### config.mk
export PLATFORM = sky130hd
export DESIGN_NAME = ext_value_percent_utf8_decoder_core_flat
export DESIGN_NICKNAME = d
export VERILOG_FILES = /design/src/rtl/evpu_pkg.sv /design/src/rtl/evpu_ifs.sv /design/src/rtl/ext_value_percent_utf8_decoder_core.sv /design/src/flat_wrapper.sv
export SDC_FILE = /design/constraint.sdc
export NUM_CORES = 1
export LEC_CHECK = 0
export BUFFER_PORTS_ARGS = -buffer_cell sky130_fd_sc_hd__clkbuf_2
export CORE_MARGIN = 2
export CORE_UTILIZATION = 45
export CTS_CLUSTER_SIZE = 12
export DETAILED_ROUTE_END_ITERATION = 10
export GPL_TIMING_DRIVEN = 0
export PLACE_DENSITY = 0.61
export SYNTH_ARGS = -nofsm -noshare
export SYNTH_HDL_FRONTEND = slang
export SYNTH_SLANG_ARGS = --single-unit
### constraint.sdc
create_clock -name clk -period 10.7 [get_ports clk]
set_input_delay 0.535 -clock clk [delete_from_list [all_inputs] [get_ports clk]]
set_output_delay 0.535 -clock clk [all_outputs]
set_load 0.01 [all_outputs]
### src/rtl/evpu_pkg.sv
`timescale 1ns / 1ps
// ----------------------------------------------------------------------------
// evpu_pkg
// Types, constants and character-class helpers shared by the extended value
// percent/utf-8 decoder.
// ----------------------------------------------------------------------------
package evpu_pkg;

  typedef enum logic [1:0] {
    PH_CHARSET = 2'd0,
    PH_LANG    = 2'd1,
    PH_VALUE   = 2'd2
  } phase_t;

  typedef enum logic [1:0] {
    ESC_IDLE = 2'd0,
    ESC_HIGH = 2'd1,
    ESC_LOW  = 2'd2
  } esc_t;

  typedef struct packed {
    logic [7:0] out_byte;
    logic       byte_present;
    logic       status_done;
    logic       value_ok;
  } res_t;

  localparam int unsigned  CNT_W      = 17;
  localparam logic [16:0]  COUNT_MAX  = 17'h1FFFF;
  localparam logic [16:0]  BUF_RESET  = 17'd256;
  localparam logic [2:0]   CS_LEN     = 3'd5;

  localparam logic [7:0] LEAD2_MIN   = 8'hC2;
  localparam logic [7:0] LEAD2_MAX   = 8'hDF;
  localparam logic [7:0] LEAD3_MIN   = 8'hE0;
  localparam logic [7:0] LEAD3_MAX   = 8'hEF;
  localparam logic [7:0] LEAD4_MIN   = 8'hF0;
  localparam logic [7:0] LEAD4_MAX   = 8'hF4;
  localparam logic [7:0] LEAD_SURR   = 8'hED;
  localparam logic [7:0] E0_CONT_MIN = 8'hA0;
  localparam logic [7:0] ED_CONT_MAX = 8'h9F;
  localparam logic [7:0] F0_CONT_MIN = 8'h90;
  localparam logic [7:0] F4_CONT_MAX = 8'h8F;
  localparam logic [7:0] ASCII_MAX   = 8'h7F;

  localparam logic [7:0] CH_APOS    = 8'h27;
  localparam logic [7:0] CH_PERCENT = 8'h25;
  localparam logic [7:0] CH_DASH    = 8'h2D;

  // charset name in both letter cases
  function automatic logic cs_match(input logic [2:0] pos, input logic [7:0] c);
    logic [7:0] up;
    logic [7:0] lo;
    up = 8'h00;
    lo = 8'h00;
    unique case (pos)
      3'd0:    begin up = 8'h55; lo = 8'h75; end
      3'd1:    begin up = 8'h54; lo = 8'h74; end
      3'd2:    begin up = 8'h46; lo = 8'h66; end
      3'd3:    begin up = 8'h2D; lo = 8'h2D; end
      3'd4:    begin up = 8'h38; lo = 8'h38; end
      default: begin up = 8'h00; lo = 8'h00; end
    endcase
    return (pos < CS_LEN) && ((c == up) || (c == lo));
  endfunction

  function automatic logic is_alnum(input logic [7:0] c);
    return (c >= 8'h41 && c <= 8'h5A) || (c >= 8'h61 && c <= 8'h7A) ||
           (c >= 8'h30 && c <= 8'h39);
  endfunction

  function automatic logic is_attr(input logic [7:0] c);
    return is_alnum(c) || c == 8'h21 || c == 8'h23 || c == 8'h24 ||
           c == 8'h26 || c == 8'h2B || c == 8'h2D || c == 8'h2E ||
           c == 8'h5E || c == 8'h5F || c == 8'h60 || c == 8'h7C ||
           c == 8'h7E;
  endfunction

  function automatic logic is_hex(input logic [7:0] c);
    return (c >= 8'h30 && c <= 8'h39) || (c >= 8'h41 && c <= 8'h46) ||
           (c >= 8'h61 && c <= 8'h66);
  endfunction

  function automatic logic [3:0] hex_val(input logic [7:0] c);
    logic [7:0] v;
    v = 8'h00;
    if (c >= 8'h30 && c <= 8'h39) begin
      v = c - 8'h30;
    end else if (c >= 8'h41 && c <= 8'h46) begin
      v = c - 8'h37;
    end else begin
      v = c - 8'h57;
    end
    return v[3:0];
  endfunction

endpackage

### src/rtl/evpu_ifs.sv
`timescale 1ns / 1ps
// ----------------------------------------------------------------------------
// evpu channel interfaces
// Valid/ready channels for raw characters, results and the size register.
// ----------------------------------------------------------------------------
interface evpu_in_if;
  logic       valid;
  logic       ready;
  logic [7:0] in_byte;
  logic       last_byte;
  logic       quoted_flag;
  modport source (output valid, in_byte, last_byte, quoted_flag, input ready);
  modport sink   (input valid, in_byte, last_byte, quoted_flag, output ready);
endinterface

interface evpu_out_if;
  logic       valid;
  logic       ready;
  logic [7:0] out_byte;
  logic       byte_present;
  logic       status_done;
  logic       value_ok;
  modport source (output valid, out_byte, byte_present, status_done, value_ok,
                  input ready);
  modport sink   (input valid, out_byte, byte_present, status_done, value_ok,
                  output ready);
endinterface

interface evpu_cfg_if;
  logic        valid;
  logic        ready;
  logic [16:0] buffer_size;
  modport source (output valid, buffer_size, input ready);
  modport sink   (input valid, buffer_size, output ready);
endinterface

### src/rtl/ext_value_percent_utf8_decoder_core.sv
`timescale 1ns / 1ps
// ----------------------------------------------------------------------------
// ext_value_percent_utf8_decoder_core
// Streaming check and decode of charset'lang'value with %HH escapes and
// utf-8 validation; emits decoded bytes and one status beat per value.
// ----------------------------------------------------------------------------
//   channel   direction  payload
//   in_ch     sink       in_byte, last_byte, quoted_flag
//   out_ch    source     out_byte, byte_present, status_done, value_ok
//   cfg_ch    sink       buffer_size (always ready)
//
// one character per cycle while in_ch.ready is high; the decode and utf-8 checks
// sit between the run state and a four-entry result queue of registered beats.
// a last character that also yields a byte pushes two beats; the queue drains
// one beat per cycle when out_ch is ready, so in_ch.ready needs two free slots.
// reset (synchronous, rst_n low) empties the queue, clears the run state and
// sets buffer_size to 256. out_ch stalls back up into in_ch through the queue.
// ----------------------------------------------------------------------------
module ext_value_percent_utf8_decoder_core
  import evpu_pkg::*;
(
  input  logic       clk,
  input  logic       rst_n,
  evpu_in_if.sink    in_ch,
  evpu_out_if.source out_ch,
  evpu_cfg_if.sink   cfg_ch
);

  // run state
  phase_t      phase_r,    phase_nxt;
  logic [2:0]  cs_pos_r,   cs_pos_nxt;
  esc_t        esc_r,      esc_nxt;
  logic [3:0]  hi_nib_r,   hi_nib_nxt;
  logic [1:0]  pend_r,     pend_nxt;
  logic [7:0]  lead_r,     lead_nxt;
  logic        first_r,    first_nxt;
  logic [16:0] count_r,    count_nxt;
  logic        failed_r,   failed_nxt;
  logic [16:0] buf_size_r;

  // result queue
  res_t        q_mem_r [4];
  logic [1:0]  q_wr_r, q_rd_r;
  logic [2:0]  q_cnt_r, q_cnt_nxt;

  logic        in_fire, out_fire;
  logic        have;
  logic [7:0]  dec;
  logic        ok;
  logic [1:0]  n_push;
  res_t        res0, res1;
  logic [7:0]  c;

  assign c        = in_ch.in_byte;
  assign in_ch.ready  = (q_cnt_r <= 3'd2);
  assign cfg_ch.ready = 1'b1;
  assign in_fire  = in_ch.valid & in_ch.ready;
  assign out_fire = out_ch.valid & out_ch.ready;

  always_comb begin
    phase_nxt  = phase_r;
    cs_pos_nxt = cs_pos_r;
    esc_nxt    = esc_r;
    hi_nib_nxt = hi_nib_r;
    pend_nxt   = pend_r;
    lead_nxt   = lead_r;
    first_nxt  = first_r;
    count_nxt  = count_r;
    failed_nxt = failed_r;
    have       = 1'b0;
    dec        = 8'h00;
    ok         = 1'b0;
    if (in_fire) begin
      if (in_ch.quoted_flag) begin
        failed_nxt = 1'b1;
      end
      if (!failed_nxt) begin
        unique case (phase_r)
          PH_CHARSET: begin
            if (c == CH_APOS) begin
              if (cs_pos_r == CS_LEN) phase_nxt = PH_LANG;
              else failed_nxt = 1'b1;
            end else if (!cs_match(cs_pos_r, c)) begin
              failed_nxt = 1'b1;
            end else begin
              cs_pos_nxt = cs_pos_r + 3'd1;
            end
          end
          PH_LANG: begin
            if (c == CH_APOS) phase_nxt = PH_VALUE;
            else if (!(is_alnum(c) || c == CH_DASH)) failed_nxt = 1'b1;
          end
          default: begin
            if (esc_r == ESC_IDLE) begin
              if (c == CH_PERCENT) begin
                esc_nxt = ESC_HIGH;
              end else if (is_attr(c)) begin
                have = 1'b1;
                dec  = c;
              end else begin
                failed_nxt = 1'b1;
              end
            end else if (!is_hex(c)) begin
              failed_nxt = 1'b1;
            end else if (esc_r == ESC_HIGH) begin
              hi_nib_nxt = hex_val(c);
              esc_nxt    = ESC_LOW;
            end else begin
              dec     = {hi_nib_r, hex_val(c)};
              have    = 1'b1;
              esc_nxt = ESC_IDLE;
            end
            // utf-8 check of the decoded byte
            if (have) begin
              if (dec == 8'h00) begin
                failed_nxt = 1'b1;
              end else if (pend_r == 2'd0) begin
                if (dec > ASCII_MAX) begin
                  lead_nxt  = dec;
                  first_nxt = 1'b1;
                  if (dec >= LEAD2_MIN && dec <= LEAD2_MAX) pend_nxt = 2'd1;
                  else if (dec >= LEAD3_MIN && dec <= LEAD3_MAX) pend_nxt = 2'd2;
                  else if (dec >= LEAD4_MIN && dec <= LEAD4_MAX) pend_nxt = 2'd3;
                  else failed_nxt = 1'b1;
                end
              end else if (dec[7:6] != 2'b10) begin
                failed_nxt = 1'b1;
              end else if (first_r && ((lead_r == LEAD3_MIN && dec < E0_CONT_MIN) ||
                                       (lead_r == LEAD_SURR && dec > ED_CONT_MAX) ||
                                       (lead_r == LEAD4_MIN && dec < F0_CONT_MIN) ||
                                       (lead_r == LEAD4_MAX && dec > F4_CONT_MAX))) begin
                failed_nxt = 1'b1;
              end else begin
                first_nxt = 1'b0;
                pend_nxt  = pend_r - 2'd1;
              end
              if (failed_nxt) begin
                have = 1'b0;
              end else if (count_r != COUNT_MAX) begin
                count_nxt = count_r + 17'd1;
              end
            end
          end
        endcase
      end
      if (in_ch.last_byte) begin
        ok = !failed_nxt && phase_nxt == PH_VALUE && esc_nxt == ESC_IDLE &&
             pend_nxt == 2'd0 && count_nxt < buf_size_r;
        phase_nxt  = PH_CHARSET;
        cs_pos_nxt = 3'd0;
        esc_nxt    = ESC_IDLE;
        hi_nib_nxt = 4'd0;
        pend_nxt   = 2'd0;
        lead_nxt   = 8'h00;
        first_nxt  = 1'b0;
        count_nxt  = 17'd0;
        failed_nxt = 1'b0;
      end
    end
  end

  // results of this beat, byte first then status
  always_comb begin
    res1 = '{out_byte: 8'h00, byte_present: 1'b0, status_done: 1'b1, value_ok: ok};
    if (have) begin
      res0 = '{out_byte: dec, byte_present: 1'b1, status_done: 1'b0, value_ok: 1'b0};
    end else begin
      res0 = res1;
    end
    n_push = {1'b0, have} + {1'b0, in_fire & in_ch.last_byte};
    q_cnt_nxt = q_cnt_r + {1'b0, n_push} - {2'b00, out_fire};
  end

  always_ff @(posedge clk) begin
    if (!rst_n) begin
      phase_r    <= PH_CHARSET;
      cs_pos_r   <= 3'd0;
      esc_r      <= ESC_IDLE;
      hi_nib_r   <= 4'd0;
      pend_r     <= 2'd0;
      lead_r     <= 8'h00;
      first_r    <= 1'b0;
      count_r    <= 17'd0;
      failed_r   <= 1'b0;
      buf_size_r <= BUF_RESET;
      q_wr_r     <= 2'd0;
      q_rd_r     <= 2'd0;
      q_cnt_r    <= 3'd0;
    end else begin
      phase_r  <= phase_nxt;
      cs_pos_r <= cs_pos_nxt;
      esc_r    <= esc_nxt;
      hi_nib_r <= hi_nib_nxt;
      pend_r   <= pend_nxt;
      lead_r   <= lead_nxt;
      first_r  <= first_nxt;
      count_r  <= count_nxt;
      failed_r <= failed_nxt;
      if (cfg_ch.valid) begin
        buf_size_r <= cfg_ch.buffer_size;
      end
      q_wr_r  <= q_wr_r + n_push;
      q_cnt_r <= q_cnt_nxt;
      if (out_fire) begin
        q_rd_r <= q_rd_r + 2'd1;
      end
    end
  end

  always_ff @(posedge clk) begin
    if (n_push != 2'd0) begin
      q_mem_r[q_wr_r] <= res0;
    end
    if (n_push == 2'd2) begin
      q_mem_r[q_wr_r + 2'd1] <= res1;
    end
  end

  assign out_ch.valid        = (q_cnt_r != 3'd0);
  assign out_ch.out_byte     = q_mem_r[q_rd_r].out_byte;
  assign out_ch.byte_present = q_mem_r[q_rd_r].byte_present;
  assign out_ch.status_done  = q_mem_r[q_rd_r].status_done;
  assign out_ch.value_ok     = q_mem_r[q_rd_r].value_ok;

  a_q_bound: assert property (@(posedge clk) disable iff (!rst_n)
    q_cnt_r <= 3'd4)
    else $error("result queue overfilled");

  a_run_clear: assert property (@(posedge clk) disable iff (!rst_n)
    in_fire && in_ch.last_byte |=> phase_r == PH_CHARSET && count_r == 17'd0 &&
    !failed_r)
    else $error("run state not cleared after last beat");

  a_no_byte_after_fail: assert property (@(posedge clk) disable iff (!rst_n)
    failed_r |-> !have)
    else $error("byte emitted after failure");

  a_pend_in_value: assert property (@(posedge clk) disable iff (!rst_n)
    pend_r != 2'd0 |-> phase_r == PH_VALUE)
    else $error("utf-8 sequence open outside value part");

endmodule

### src/flat_wrapper.sv
// flat-port wrapper written by rule: the top's interface ports become plain ports
module ext_value_percent_utf8_decoder_core_flat import evpu_pkg::*;
  (clk, rst_n, in_ch_valid, in_ch_in_byte, in_ch_last_byte, in_ch_quoted_flag, in_ch_ready, out_ch_valid, out_ch_out_byte, out_ch_byte_present, out_ch_status_done, out_ch_value_ok, out_ch_ready, cfg_ch_valid, cfg_ch_buffer_size, cfg_ch_ready);
  evpu_in_if in_ch_i ();
  evpu_out_if out_ch_i ();
  evpu_cfg_if cfg_ch_i ();
  input  logic clk;
  input  logic rst_n;
  input wire logic [$bits(in_ch_i.valid)-1:0] in_ch_valid;
  input wire logic [$bits(in_ch_i.in_byte)-1:0] in_ch_in_byte;
  input wire logic [$bits(in_ch_i.last_byte)-1:0] in_ch_last_byte;
  input wire logic [$bits(in_ch_i.quoted_flag)-1:0] in_ch_quoted_flag;
  output wire logic [$bits(in_ch_i.ready)-1:0] in_ch_ready;
  output wire logic [$bits(out_ch_i.valid)-1:0] out_ch_valid;
  output wire logic [$bits(out_ch_i.out_byte)-1:0] out_ch_out_byte;
  output wire logic [$bits(out_ch_i.byte_present)-1:0] out_ch_byte_present;
  output wire logic [$bits(out_ch_i.status_done)-1:0] out_ch_status_done;
  output wire logic [$bits(out_ch_i.value_ok)-1:0] out_ch_value_ok;
  input wire logic [$bits(out_ch_i.ready)-1:0] out_ch_ready;
  input wire logic [$bits(cfg_ch_i.valid)-1:0] cfg_ch_valid;
  input wire logic [$bits(cfg_ch_i.buffer_size)-1:0] cfg_ch_buffer_size;
  output wire logic [$bits(cfg_ch_i.ready)-1:0] cfg_ch_ready;
  assign in_ch_i.valid = in_ch_valid;
  assign in_ch_i.in_byte = in_ch_in_byte;
  assign in_ch_i.last_byte = in_ch_last_byte;
  assign in_ch_i.quoted_flag = in_ch_quoted_flag;
  assign in_ch_ready = in_ch_i.ready;
  assign out_ch_valid = out_ch_i.valid;
  assign out_ch_out_byte = out_ch_i.out_byte;
  assign out_ch_byte_present = out_ch_i.byte_present;
  assign out_ch_status_done = out_ch_i.status_done;
  assign out_ch_value_ok = out_ch_i.value_ok;
  assign out_ch_i.ready = out_ch_ready;
  assign cfg_ch_i.valid = cfg_ch_valid;
  assign cfg_ch_i.buffer_size = cfg_ch_buffer_size;
  assign cfg_ch_ready = cfg_ch_i.ready;
  ext_value_percent_utf8_decoder_core u_core (.clk(clk), .rst_n(rst_n), .in_ch(in_ch_i), .out_ch(out_ch_i), .cfg_ch(cfg_ch_i));
endmodule
# == Word-level counts from Yosys, hierarchy flattened ==
# Memory sizes are Yosys's and may differ from the RTL's. A register that Yosys moved wholly into a read port is not among the register bits.
# Index checks and enable logic that the tools add are counted.
# classes
addsub,12
mul,0
div_mod_pow,0
magnitude_cmp,22
eq_ne,39
shift,0
n_mux,135
bitwise_logic,3
n_reduce_logical,61
# op_table
op,n
two-way mux 8 bit,26
two-way mux 17 bit,7
== test 8 x 6 -> 1 bit (second input constant),9
one-hot mux 7 bit (5 select lines),2
two-way mux 2 bit,29
two-way mux 1 bit,55
== test 8 x 7 -> 1 bit (second input constant),5
== test 8 bit (second input constant),4
less-or-equal comparator 8 x 7 -> 1 bit (second input constant),4
two-way mux 4 bit,8
>= comparator 8 bit (second input constant),3
less-or-equal comparator 8 bit (second input constant),3
logical OR 1 bit,21
logical AND 1 bit,18
adder 17 x 1 -> 17 bit (second input constant),1
less-than comparator 17 bit,1
!= test 17 bit (second input constant),1
== test 8 bit,2
>= comparator 8 x 7 -> 1 bit (second input constant),2
greater-than comparator 8 bit (second input constant),2
less-than comparator 8 bit (second input constant),2
nonzero test 2 bit,8
two-way mux 3 bit,5
two-way mux 11 bit,1
other kinds (36),53
# word_totals
register_bits,64
latchBits,0
ram_bits,44
rom_bits,0
inputBits,32
out_inout_bits,14
elab_cells,286
mem_count,1
# memory_table
memory,words,word_bits,read_ports,rd_ports_with_merged_regs,wr,line_no,source
u_core.q_mem_r,4,11,1,1,2,ext_value_percent_utf8_decoder_core.sv:42,res_t q_mem_r [4];

# == Depth between registers and ports, before layout ==
# Gate-level depths: netlist of the first run.
# depth
word_depth,48
depth_mapped,25
depth_no_buf,23

# == Least setup slack after synthesis of the first run ==
# Ideal clock, no wire load.
# synth_path
path_kind,input to register
from,in in_ch_in_byte[0]
to,mem u_core.q_mem_r[1][0] (netlist bit) (data pin)
setup_time_ps,176
arrival_time_ps,5184
required_time_ps,10524
slack_ps,5340
cell_stages,24
n_path_buf,2
path_cell_list,clkbuf_1 inv_1 ha_1 o21ba_2 o21ai_2 o211ai_1 or3_1 and2_1 o31a_1 a211oi_4 nand2_2 buf_2 nor2_1 xnor2_1 ha_1 nor2b_1 o21ai_0 a21oi_1 o21a_1 o21ai_0 o2111ai_1 a211oi_1 o2111ai_1 nor4_1
# synth_rtl
element,line_no,source
from (decl),flat_wrapper.sv:10,input wire logic [$bits(in_ch_i.in_byte)-1:0] in_ch_in_byte;
to (decl),ext_value_percent_utf8_decoder_core.sv:42,

==> metrics list, run 1 <==
- Setup TNS: 0 ps
- Buffers inserted to repair hold after CTS numbered 0.
- The setup path with the least slack is of type primary input to flop.
- After detailed routing, the average wire length per cell comes to 17.1 um.
- Sequential group share of total power: 0.453
- Of the available clock period, the critical path in the final layout requires 0.630.
- Switching fraction of total power: 0.315
- Post-layout nets: between 900 and 1000
- Kind of end point of the critical path: flop
- In this run the cell area of the synthesized design comes to between 6000 and 7000 um2.
- Worst Setup Slack, final: ~4000 ps
- Layout Skew: 9.57 ps
- Buffers on Ports: 42
* Final-layout worst hold slack: 408 ps
- Dividing total power by cell area gives a power density of between 100 and 150 nW/um2.
- Portion of total power attributed to combinational logic: 0.201
- Residual DRC count: 0
- Ys async rst share: 0
- Buffers added to address setup during post-CTS repair amount to 0.
* Unrepaired setup endpoints after global routing: no
- In this run the critical register-to-register path is captured at u_core.q_mem_r[1][0]$_DFFE_PP_.
- Chip Width: approximately 130 um
- At the end of routability-driven placement, the weighted congestion stood at 0.883.
* Number of hold violations in the final report: 0
- For the finished layout, the period the worst path requires is around 6700 ps.
- The compound-gate portion of the synthesized area is 0.209.
- Yosys printed 0 warnings.
- Cells taking the most area after synthesis: sky130_fd_sc_hd__dfxtp_1, sky130_fd_sc_hd__ha_1, sky130_fd_sc_hd__nand2_1, sky130_fd_sc_hd__o21ai_0, sky130_fd_sc_hd__nor2_1
- Data on the critical path is required at its endpoint by between 10000 and 15000 ps.
- The routed layout has about 6300 vias.
- Largest family of logic cells by synthesized area: simple AND/OR/NAND/NOR gates
- R2r setup slk: around 4600 ps
- Of the total synthesized cell area, the portion taken by full adders, half adders and majority gates is 0.0648.
* Signal arrival time at the worst endpoint: roughly 6900 ps
* Buffer type at the clock tree root: sky130_fd_sc_hd__clkbuf_16
* Pins over their slew limit: 0
* Post-synthesis xor/xnor area fraction: 0.0314
* Starting density of the core: 0.460
* Core Util, Final: 0.511
* Area share of the leading cell type in the synthesized netlist: 0.317
- Most frequent cells after synthesis: sky130_fd_sc_hd__dfxtp_1, sky130_fd_sc_hd__nand2_1, sky130_fd_sc_hd__nor2_1
- Syn_nets: around 890
- Internal power summed over all cells: ~670 uW
- For this run, the leading register cell type out of synthesis is sky130_fd_sc_hd__dfxtp_1.
- The number of clock buffers added by TritonCTS is 9.
- Number of cells produced by synthesis: roughly 830
* Worst Min Path Start: cfg_ch_buffer_size[11]
- Summing all placed instances gives a cell area of about 7000 um2.
- Maximum root-to-sink buffer count: 2
- The die covers roughly 16000 um2.
* Detailed placement HPWL: ~14 mm
- Post-route insts no fill: 1069
- Initial DRC count: 435
- Tracing the worst setup path back leads to its startpoint at in_ch_in_byte[0].
- In this run, placement finished with an instance count of 1053.
- The first global-routing pass estimated 30.3 mm of wire.
* Netlist cell types: 76
* Flip-flop and latch count after synthesis: 110
* Area share of and/or/nand/nor cells after synthesis: 0.229
- Dividing the detail-routed via count by the number of cells gives ~5.9.
* Detailed Routing Iterations Pass 1: 5
* Setup Slack @ Placement: roughly 3700 ps
- The finished cells cover 7430 um2.
* Depth of the CTS H-tree: 3
- Setup violations remaining at the end of the flow were counted as 0.
- Leakage power of the design: 2.78 nW
- Vert. Die Dim: roughly 130 um
- Total global-route track usage: 0.234
* Share of layout cells above drive strength 1: 0.107
* Overall Power: approximately 980 uW
- Cell type with the largest total area after synthesis: sky130_fd_sc_hd__dfxtp_1
* Post-route ant nets: 0
- Transition time of the tightest slew-check pin: ~1100 ps
* Max VDD drop: between 80 and 90 uV
- Row generation in the floorplan step produced 44 rows.
- Of the total power, the clock network draws 0.346.
- Most common cell in the synthesized netlist: sky130_fd_sc_hd__dfxtp_1
- Share of synthesized area occupied by flip-flops and latches: 0.335
- TritonCTS clock tree: done
* Placeable core region: between 10000 and 15000 um2
- The worst setup path is launched from a primary input.
* Critical path destination: u_core.q_mem_r[1][0]$_DFFE_PP_
* Antenna Cells: 0
- Number of max-cap violations: 0
* Top achievable clock speed: about 150 MHz
- Yosys mapped a number of flops with a built-in enable equal to 4.
- The routed design has 18.3 mm of wire.
* Initial antenna violation count: 0
* Overall overflow remaining after global route: 0
- RR Startpoint: u_core.esc_r[0]$_SDFFE_PN0P_
- After synthesis, the share of cell area in mux cells is 0.0734.
- Clock-pin slew was measured on the worst setup and hold paths at roughly 80 ps.
* Count of fill cells added during filler insertion: approximately 1400
- Clock insertion delay at the later pin of the skew report: between 300 and 400 ps
- CTS sink count: 110
- Rel. slew slack: 0.243
- Class of the tightest hold or removal check: primary input to flop
- Vias in the first global route: ~6200
* Mean post-synth cell area: approximately 8.1 um2
- Run status: complete, no violations
- Measured in cells, the most critical reg-to-reg path has a length of 22.
* Area overhead of the layout relative to synthesis: 11.1%
* Peak fanout along the critical path: 10
* Maximum number of pins on one net before global-route repair: 22
- Num ports: between 40 and 50
* Post-cts resize count: 0
* Reported net switching power: 310 uW
==> power groups by stage <==
stage	sequential (mW)	combinational, mW	clock (mW)
CTS	0.445	0.198	0.347
floorplan	0.450	0.141	0
global placement	0.453	0.192	0
detailed placement	0.454	0.196	0
global route	0.447	0.223	0.363
finish	0.445	0.197	0.340
==> worst max-delay path: stages <==
cell                        delay [ps]
sky130_fd_sc_hd__clkbuf_2          110
sky130_fd_sc_hd__clkbuf_1          390
sky130_fd_sc_hd__inv_1             260
sky130_fd_sc_hd__ha_1              330
sky130_fd_sc_hd__o21ba_2           250
sky130_fd_sc_hd__o21ai_2           340
sky130_fd_sc_hd__o211ai_1          240
sky130_fd_sc_hd__or3_1             510
sky130_fd_sc_hd__and2_1            200
sky130_fd_sc_hd__o31a_1            300
sky130_fd_sc_hd__a211oi_4          490
sky130_fd_sc_hd__nand2_2           160
sky130_fd_sc_hd__buf_2             240
sky130_fd_sc_hd__nor2_1            130
sky130_fd_sc_hd__xnor2_1           150
sky130_fd_sc_hd__ha_1              280
sky130_fd_sc_hd__nor2b_1           130
sky130_fd_sc_hd__o21ai_0           190
sky130_fd_sc_hd__a21oi_1           100
sky130_fd_sc_hd__o21a_1            180
sky130_fd_sc_hd__o21ai_0           310
sky130_fd_sc_hd__o2111ai_1         170
sky130_fd_sc_hd__a211oi_1          200
sky130_fd_sc_hd__o2111ai_1         290
sky130_fd_sc_hd__nor4_1            410
==> placed cells by master (no fill, tap or decap), types with 11 or more instances in the layout <==
cell type                  netlist  layout
sky130_fd_sc_hd__nand3_1        27      27
sky130_fd_sc_hd__nor3_1         16      16
sky130_fd_sc_hd__nor2_1         77      77
sky130_fd_sc_hd__mux2i_1        22      22
sky130_fd_sc_hd__o211ai_1       11      11
sky130_fd_sc_hd__clkbuf_2        1      43
sky130_fd_sc_hd__and2_1         14      14
sky130_fd_sc_hd__inv_1          53      53
sky130_fd_sc_hd__a21oi_1        54      54
sky130_fd_sc_hd__xnor2_1        18      18
sky130_fd_sc_hd__dfxtp_1       106     106
sky130_fd_sc_hd__nand2_1        94      94
sky130_fd_sc_hd__mux4_2         11      11
sky130_fd_sc_hd__o21ai_0        68      68
sky130_fd_sc_hd__clkbuf_1       32      32
sky130_fd_sc_hd__nand4_1        13      13
sky130_fd_sc_hd__ha_1           33      33
==> sequential cells by signal (all words and copies together) (netlist names), named ones only <==
name and flops:
u_core.failed_r 1, u_core.hi_nib_r 4, u_core.q_rd_r 2, u_core.pend_r 2
u_core.count_r 17, u_core.q_cnt_r 3, u_core.cs_pos_r 3, u_core.esc_r 2
u_core.q_mem_r 44, u_core.lead_r 8, u_core.phase_r 2, u_core.buf_size_r 17
u_core.first_r 1, u_core.q_wr_r 2
==> logic make-up (layout without fill, tap and decap cells) <==
family | Yosys count | after routing
flops | 110 | 110
other cells | 1 | 1
simple gates | 310 | 310
fa+ha+maj | 34 | 34
xor+xnor | 24 | 24
buf+inv | 96 | 154
compound gates | 217 | 217
mux | 35 | 35
==> metal layers <==
| layer | GRT usage | up-vias | share of wire |
|---|---|---|---|
| li1 | - | 3095 | - |
| met3 | 0.0472 | 13 | 0.045 |
| met5 | 0 | - | 0 |
| met1 | 0.301 | 3038 | 0.46 |
| met4 | 0.0556 | 0 | 0.010 |
| met2 | 0.405 | 168 | 0.49 |
==> layout make-up <==
cell class,count,area [um2],share of cell area
buffer,43,174,0.0234
inverter,53,199,0.0268
clock inverter,7,77.6,0.0104
sequential,110,2240,0.302
timing repair buffer,42,210,0.0283
clock buffer,9,225,0.0303
tap,184,230,0.0310
multi-input combinational,621,4070,0.548
==> how the worst min path moves through the flow <==
stage | endpoint | slack (ps) | cells past startpoint
after floorplan | u_core.q_mem_r[2][2]$_SDFFE_PP0P_ | 420 | 2
after global placement | u_core.q_mem_r[3][8]$_SDFFE_PP0P_ | 430 | 2
after detailed placement | u_core.q_mem_r[2][2]$_SDFFE_PP0P_ | 430 | 2
after CTS | u_core.buf_size_r[5]$_SDFFE_PN0P_ | 400 | 3
after global routing | u_core.buf_size_r[11]$_SDFFE_PN0P_ | 420 | 3
final | u_core.buf_size_r[11]$_SDFFE_PN0P_ | 410 | 3
No activity file was read; power rests on OpenSTA's default activity.
==> run 2: changes to the inputs <==
- PLACE_DENSITY: 0.61 -> 0.64
- clock period: 10.7 -> 5.8 ns (I/O delays scaled with it)
==> run 2 against run 1 <==
Effect of this change:
- critical path depth rose by 1
- worst setup slack got worse by 3700 ps
- hold slack got worse by 260 ps
- combinational power rose by 89%
- cell count rose by 0.47%
- power rose by 89%
- die area did not move
- non-clock buffer count rose by 5
==> metrics list, run 2 (synthesis gave the netlist of run 1 again) <==
- The floorplan step set the die height to 126 um.
- Of all nets on the critical path, the largest fanout is 10.
- Dividing the detail-routed via count by the number of cells gives between 5 and 6.
* Class of the tightest hold or removal check: primary input to flop
* Num ports: 46
* Commonest cells after routing, fill and taps aside: sky130_fd_sc_hd__dfxtp_1, sky130_fd_sc_hd__nand2_1, sky130_fd_sc_hd__nor2_1
- Number of hold violations in the final report: 0
- In the finished design, the share of the clock period the worst path needs comes to 0.958.
* Buffer type at the clock tree root: sky130_fd_sc_hd__clkbuf_16
- Clock edge transition at the registers on the reported setup and hold paths: 80 ps
* RR Startpoint: u_core.esc_r[0]$_SDFFE_PN0P_
- Wires add up to roughly 18 mm.
- STA classifies the critical path endpoint as a flop.
* Core Util, Final: 0.521
* Critical path data required time: around 6000 ps
* Overall overflow remaining after global route: 0
- For this run, the total global-route usage over all layers was measured as 0.223.
- OpenSTA, run right after detailed placement, puts the worst setup slack at -703 ps.
- Setup slack on the critical path of the routed design comes to 242 ps.
- The die covers 15800 um2.
* Starting density of the core: 0.460
- Registers with the most flip-flops: u_core.q_mem_r: 44 flops, u_core.buf_size_r: 17 flops, u_core.count_r: 17 flops
* Number of max-cap violations: 0
- Average wire length per cell after detail routing: 16.6 um
- For this design the static power due to leakage is approximately 2.8 nW.
* Placer congestion estimate: 0.901
* Leading cell type in the layout, fill and taps excluded: sky130_fd_sc_hd__dfxtp_1
- Detailed Routing Iterations Pass 1: 5
- The first global-routing pass estimated 28.8 mm of wire.
* Pins over their slew limit: 0
- Maximum root-to-sink buffer count: 2
- Rel. slew slack: 0.234
- For the worst-skew pair, the clock arrives at the later sink with an insertion delay of 370 ps.
- Run status: complete, no violations
* Buffers on Ports: 42
- For the pin with the worst max-slew slack, the measured transition is 1140 ps.
- Max VDD drop: 162 uV
* Layout Skew: roughly 12 ps
* Minimum period implied by the final worst setup slack: about 5600 ps
- Post-route ant nets: 0
* Placeable core region: between 10000 and 15000 um2
- The initialized floorplan defines between 40 and 50 standard-cell rows.
- Top achievable clock speed: ~180 MHz
* CTS sink count: 110
- The repair_antennas step left the layout with diodes totalling 0.
* Chip Width: between 100 and 150 um
- The initial antenna violation count came to 0.
- Of the cells placed in the final design, the portion with a size suffix greater than 1 is 0.130.
- The area growth from synthesis to layout is 13.2%.
- The routed layout has 6269 vias.
* Startpoint-to-endpoint class of the critical path: primary input to flop
* Initial DRC count: roughly 620
- Post-layout nets: approximately 950
* Final-layout worst hold slack: between 100 and 150 ps
- Largest register FFs: between 40 and 50
- The H-tree generated during clock tree synthesis spans 3 levels.
- TritonCTS clock tree: done
- Excluding fillers, the count of instances in the completed layout stands at 1074.
- The critical path starts at in_ch_in_byte[1].
* Number of endpoints failing setup at the final stage: 0
* Detailed placement HPWL: roughly 13 mm
- The worst setup path is launched from a primary input.
* Vias in the first global route: approximately 5700
- Power spread over the standard cell area amounts to 245 nW/um2.
* Maximum number of pins on one net before global-route repair: 22
- Register with the most flip-flops: u_core.q_mem_r
- STA puts the critical path data arrival time at 5760 ps.
- Worst Min Path Start: cfg_ch_buffer_size[8]
- Once placement completed, the tool counted placed cells totaling 1053.
- Residual DRC count: 0
- CTS buffer count: 9
run 2: final cells by class:
class                      count  area, um2
buffer                        43        175
tap                          184        230
timing repair buffer          47        248
inverter                      53        199
fill                        1426       6970
clock inverter                 6       71.3
clock buffer                  10        250
multi-input combinational    621       4150
sequential                   110       2240
run 2: what timing repair did:
action	in CTS	in global routing
pin swaps	1	4
endpoints found under the setup margin	4	4
buffers inserted	1	4
gates cloned	0	0
hold buffers	0	0
gates resized for setup	5	14
run 2: layer usage:
layer / wire length [um] / track usage / share of wire
met1: 8210 / 0.306 / 0.46
met2: 8260 / 0.363 / 0.46
met3: 1130 / 0.0429 / 0.064
met4: 192 / 0.0595 / 0.011
met5: 0 / 0 / 0
run 2: worst max-delay path: stages:
cell	delay, ps
sky130_fd_sc_hd__clkbuf_2	100
sky130_fd_sc_hd__clkbuf_2	210
sky130_fd_sc_hd__inv_1	130
sky130_fd_sc_hd__ha_1	280
sky130_fd_sc_hd__or3b_4	450
sky130_fd_sc_hd__o32a_1	210
sky130_fd_sc_hd__a31o_1	280
sky130_fd_sc_hd__or3_1	380
sky130_fd_sc_hd__o2111a_1	190
sky130_fd_sc_hd__o31a_1	340
sky130_fd_sc_hd__a211oi_4	240
sky130_fd_sc_hd__buf_4	180
sky130_fd_sc_hd__nand2_2	70
sky130_fd_sc_hd__buf_2	220
sky130_fd_sc_hd__nor2_1	130
sky130_fd_sc_hd__xor2_1	200
sky130_fd_sc_hd__ha_1	270
sky130_fd_sc_hd__nand4_1	90
sky130_fd_sc_hd__nor2_1	70
sky130_fd_sc_hd__a21oi_2	180
sky130_fd_sc_hd__nand2_1	70
sky130_fd_sc_hd__nor3_1	250
sky130_fd_sc_hd__o2111ai_1	170
sky130_fd_sc_hd__a211oi_2	200
sky130_fd_sc_hd__o2111ai_2	250
sky130_fd_sc_hd__nor4_2	290
run 2: power breakdown:
part | leakage [nW] | internal [mW] | switching (mW)
sequential | 0.897 | 0.796 | 0.0246
combinational | 1.77 | 0.143 | 0.229
clock | 0.154 | 0.333 | 0.328
total | 2.82 | 1.27 | 0.582
run 2: path summary, 6_finish.rpt:
| kind | to | slack, ps | cells past startpoint |
|---|---|---|---|
| max | u_core.q_mem_r[3][0]$_DFFE_PP_ | 240 | 26 |
| max reg2reg | u_core.q_mem_r[3][0]$_DFFE_PP_ | 430 | 24 |
| min reg2reg | u_core.q_mem_r[0][2]$_SDFFE_PP0P_ | 440 | 2 |
| min | u_core.buf_size_r[8]$_SDFFE_PN1P_ | 150 | 3 |
run 2: stage by stage:
step,setup TNS (ps),cell area (um2),power [mW]
finish,0,7570,1.85
global route,-7.76,7570,1.95
CTS,0,7480,1.86
detailed placement,-2650,7120,1.20
global placement,-2770,7120,1.19
floorplan,0,6680,1.09
==> run 3: changes to the inputs <==
- CORE_ASPECT_RATIO: not set -> 0.8
==> run 3 against run 2 <==
Effect of this change:
- core utilization rose by 0.59 points
- highest routed layer unchanged
- global-route usage rose by 1.1 points
- critical path depth unchanged
- die area barely moved
- critical path type unchanged
- largest power group unchanged
- maximum frequency is 0.36% lower
- power shrank 0.56%
- register-to-register slack lost 50 ps
- sequential share of layout area about the same
- routed wire length increased by 2.6%
==> metrics list, run 3 (synthesis gave the netlist of run 1 again) <==
- Run status: complete, no violations
- Hold repair after CTS inserted 0 buffers.
* Post-route insts no fill: 1072
* Via/cell ratio: between 5 and 6
* Number of cells on the worst hold path: 3
- Core Util, Final: 0.527
- In this run the worst hold path is classified as primary input to flop.
- Chip Width: roughly 140 um
* Share of layout cells above drive strength 1: 0.131
* Peak fanout along the critical path: 8
- Clock-pin slew was measured on the worst setup and hold paths at ~80 ps.
- Number of hold violations in the final report: 0
- The number of global-route vias before repair is 5663.
- Across the VDD grid, the largest voltage drop is about 170 uV.
- The total area inside the core boundary comes to about 14000 um2.
- The first global-routing pass estimated between 20 and 30 mm of wire.
* Placer congestion estimate: 0.900
- Entering global routing, the biggest net connects 21 pins.
- End of the worst register-to-register path: u_core.q_mem_r[0][0]$_DFFE_PP_
* Register with the most flip-flops: u_core.q_mem_r
- The routed design has ~18 mm of wire.
- R2r setup slk: 380 ps
- In the final routed layout, each cell accounts on average for 17.0 um.
- In the final layout, the registers with the most flip-flops are u_core.q_mem_r: 44 flops, u_core.buf_size_r: 17 flops, u_core.count_r: 17 flops.
- CTS placed an instance of sky130_fd_sc_hd__clkbuf_16 at the clock tree root.
- Period utilization: 0.962
- The worst setup path is launched from a primary input.
- Vert. Die Dim: 113 um
- Counting tap cells, the placed design contains a total of about 1100 instances.
* Worst Min Path Start: cfg_ch_buffer_size[8]
- The detailed router finished its first iteration with between 500 and 600 violations.
* Power per standard cell area: about 240 nW/um2
- Summed over all layers, the global routing overflow is 0.
- The tree built by TritonCTS fans out to between 100 and 150 sinks.
- Relative to the synthesized area, the layout overhead comes to 13.4%.
- Port buffering added 42 buffers.
- In this run the tightest slew margin relative to its limit is 0.279.
- The clock arrives with between 10 and 15 ps of skew.
* RR Startpoint: u_core.esc_r[0]$_SDFFE_PN0P_
- The setup path with the least slack is of type primary input to flop.
- The initial antenna violation count was 0.
* TritonCTS clock tree: done
- Across the run, the number of max-cap violations was 0.
- The global routing stage identified its most utilized layer as met1.
- For this run, design rule violations remaining after detail routing come to 0.
- At the worst endpoint, the arrival time is between 5000 and 6000 ps.
- The first TritonRoute pass finished after 6 iterations.
- The worst setup path is captured at a flop.
- Timing analysis after detailed placement gives a worst setup slack of -720 ps.
- Reg2reg path depth: 24
* Leading cell type in the layout, fill and taps excluded: sky130_fd_sc_hd__dfxtp_1
- Row generation in the floorplan step produced 39 rows.
- After the last flow step, the layout net total stands at ~950.
- For the worst setup path, the data required time is 5990 ps.
- For met2 alone, demand over resource in global routing was 0.346.
* Area enclosed by the die boundary: ~16000 um2
* Num ports: 46
* Antenna Cells: 0
- The HPWL after detailed placement is about 13 mm.
- Across all layers, the routed design uses between 6000 and 7000 vias.
- Counting the buffers created by CTS gives 9.
- Commonest cells after routing, fill and taps aside: sky130_fd_sc_hd__dfxtp_1, sky130_fd_sc_hd__nand2_1, sky130_fd_sc_hd__nor2_1
* Minimum period implied by the final worst setup slack: ~5600 ps
- At the pin with the least slew margin, the transition time is 1080 ps.
* Met1 Resource Use GR: 0.354
- Worst Setup Slack, final: 222 ps
- Total global-route track usage: 0.234
* Maximum root-to-sink buffer count: 2
- The worst hold path terminates at u_core.buf_size_r[8]$_SDFFE_PN1P_.
- Setup violations remaining at the end of the flow were counted as 0.
- Met3 track demand over resource in global routing: 0.0423
- Based on the critical path, the design can be clocked at up to approximately 180 MHz.
- Pins over their slew limit: 0
* Largest register FFs: 44
- The initial utilization of the core area, before any placement, comes to 0.464.
- Overall Power: 1.84 mW
- Depth of the CTS H-tree: 3
* Post-route ant nets: 0
* Clock insertion delay at the later pin of the skew report: ~370 ps
- Leakage power of the design: between 2 and 3 nW
-- run 3: cell count changes in the layout (fill, tap and decap cells not counted), sizes merged --
cell,delta
buf,-2
clkbuf,+1
clkinv,-1
clkinvlp,-1
inv,+1
-- run 3: worst max-delay path by stage --
stage                          start                             end  slack, ps
floorplan           in_ch_in_byte[0]  u_core.q_mem_r[1][0]$_DFFE_PP_        680
global placement    in_ch_in_byte[0]  u_core.q_mem_r[1][0]$_DFFE_PP_       -730
detailed placement  in_ch_in_byte[0]  u_core.q_mem_r[3][0]$_DFFE_PP_       -720
CTS                 in_ch_in_byte[0]  u_core.q_mem_r[3][0]$_DFFE_PP_         40
global route        in_ch_in_byte[1]  u_core.q_mem_r[2][0]$_DFFE_PP_        -90
finish              in_ch_in_byte[1]  u_core.q_mem_r[0][0]$_DFFE_PP_        220
-- run 3: per-stage QoR --
stage          setup TNS [ps]  cell area (um2)  hold slack [ps]
2_1_floorplan               0             6680              389
3_3_place_gp            -2700             7120              429
3_5_place_dp            -2740             7120              434
4_1_cts                     0             7460              140
5_1_grt                  -235             7580              169
6_report                    0             7580              145
-- run 3: final cells by class --
cell class	count	area, um2
Multi-Input combinational cell	621	4190
Clock buffer	11	254
Inverter	53	201
Timing Repair Buffer	45	233
Buffer	43	178
Fill cell	1395	6820
Sequential cell	110	2240
Clock inverter	5	56.3
Tap cell	184	230
-- run 3: repair_timing --
action / 4_1_cts / 5_1_grt
buffers inserted: 2 / 1
setup endpoints to repair: 4 / 4
resized for setup: 2 / 26
gates cloned: 0 / 0
pin swaps: 1 / 5
-- run 3: power breakdown --
| group | switching, mW | internal, mW | leakage [nW] | total, mW |
|---|---|---|---|---|
| logic | 0.232 | 0.141 | 1.78 | 0.373 |
| registers | 0.0241 | 0.796 | 0.897 | 0.820 |
| clock network | 0.319 | 0.331 | 0.152 | 0.651 |
-- run 3: critical path, cell delays in order --
cell	delay, ps
sky130_fd_sc_hd__clkbuf_2	110
sky130_fd_sc_hd__clkbuf_4	190
sky130_fd_sc_hd__inv_1	130
sky130_fd_sc_hd__ha_2	250
sky130_fd_sc_hd__or3b_4	430
sky130_fd_sc_hd__o32a_1	210
sky130_fd_sc_hd__a31o_1	280
sky130_fd_sc_hd__or3_1	380
sky130_fd_sc_hd__o2111a_1	200
sky130_fd_sc_hd__o31a_1	330
sky130_fd_sc_hd__a211oi_4	300
sky130_fd_sc_hd__buf_4	180
sky130_fd_sc_hd__nand2_4	80
sky130_fd_sc_hd__nor2_1	140
sky130_fd_sc_hd__xor2_1	160
sky130_fd_sc_hd__ha_1	270
sky130_fd_sc_hd__a21oi_1	170
sky130_fd_sc_hd__nor2b_1	60
sky130_fd_sc_hd__o21ai_0	150
sky130_fd_sc_hd__a21oi_1	100
sky130_fd_sc_hd__o21a_1	190
sky130_fd_sc_hd__o21ai_2	160
sky130_fd_sc_hd__o2111ai_1	150
sky130_fd_sc_hd__a211oi_2	330
sky130_fd_sc_hd__o2111ai_4	220
sky130_fd_sc_hd__a211oi_1	290
-- run 3: per-layer routing --
| metal | wire [um] | up-vias |
|---|---|---|
| met5 | 0 | - |
| met2 | 7740 | 200 |
| met3 | 1110 | 16 |
| li1 | - | 3107 |
| met4 | 190 | 0 |
| met1 | 9220 | 2948 |
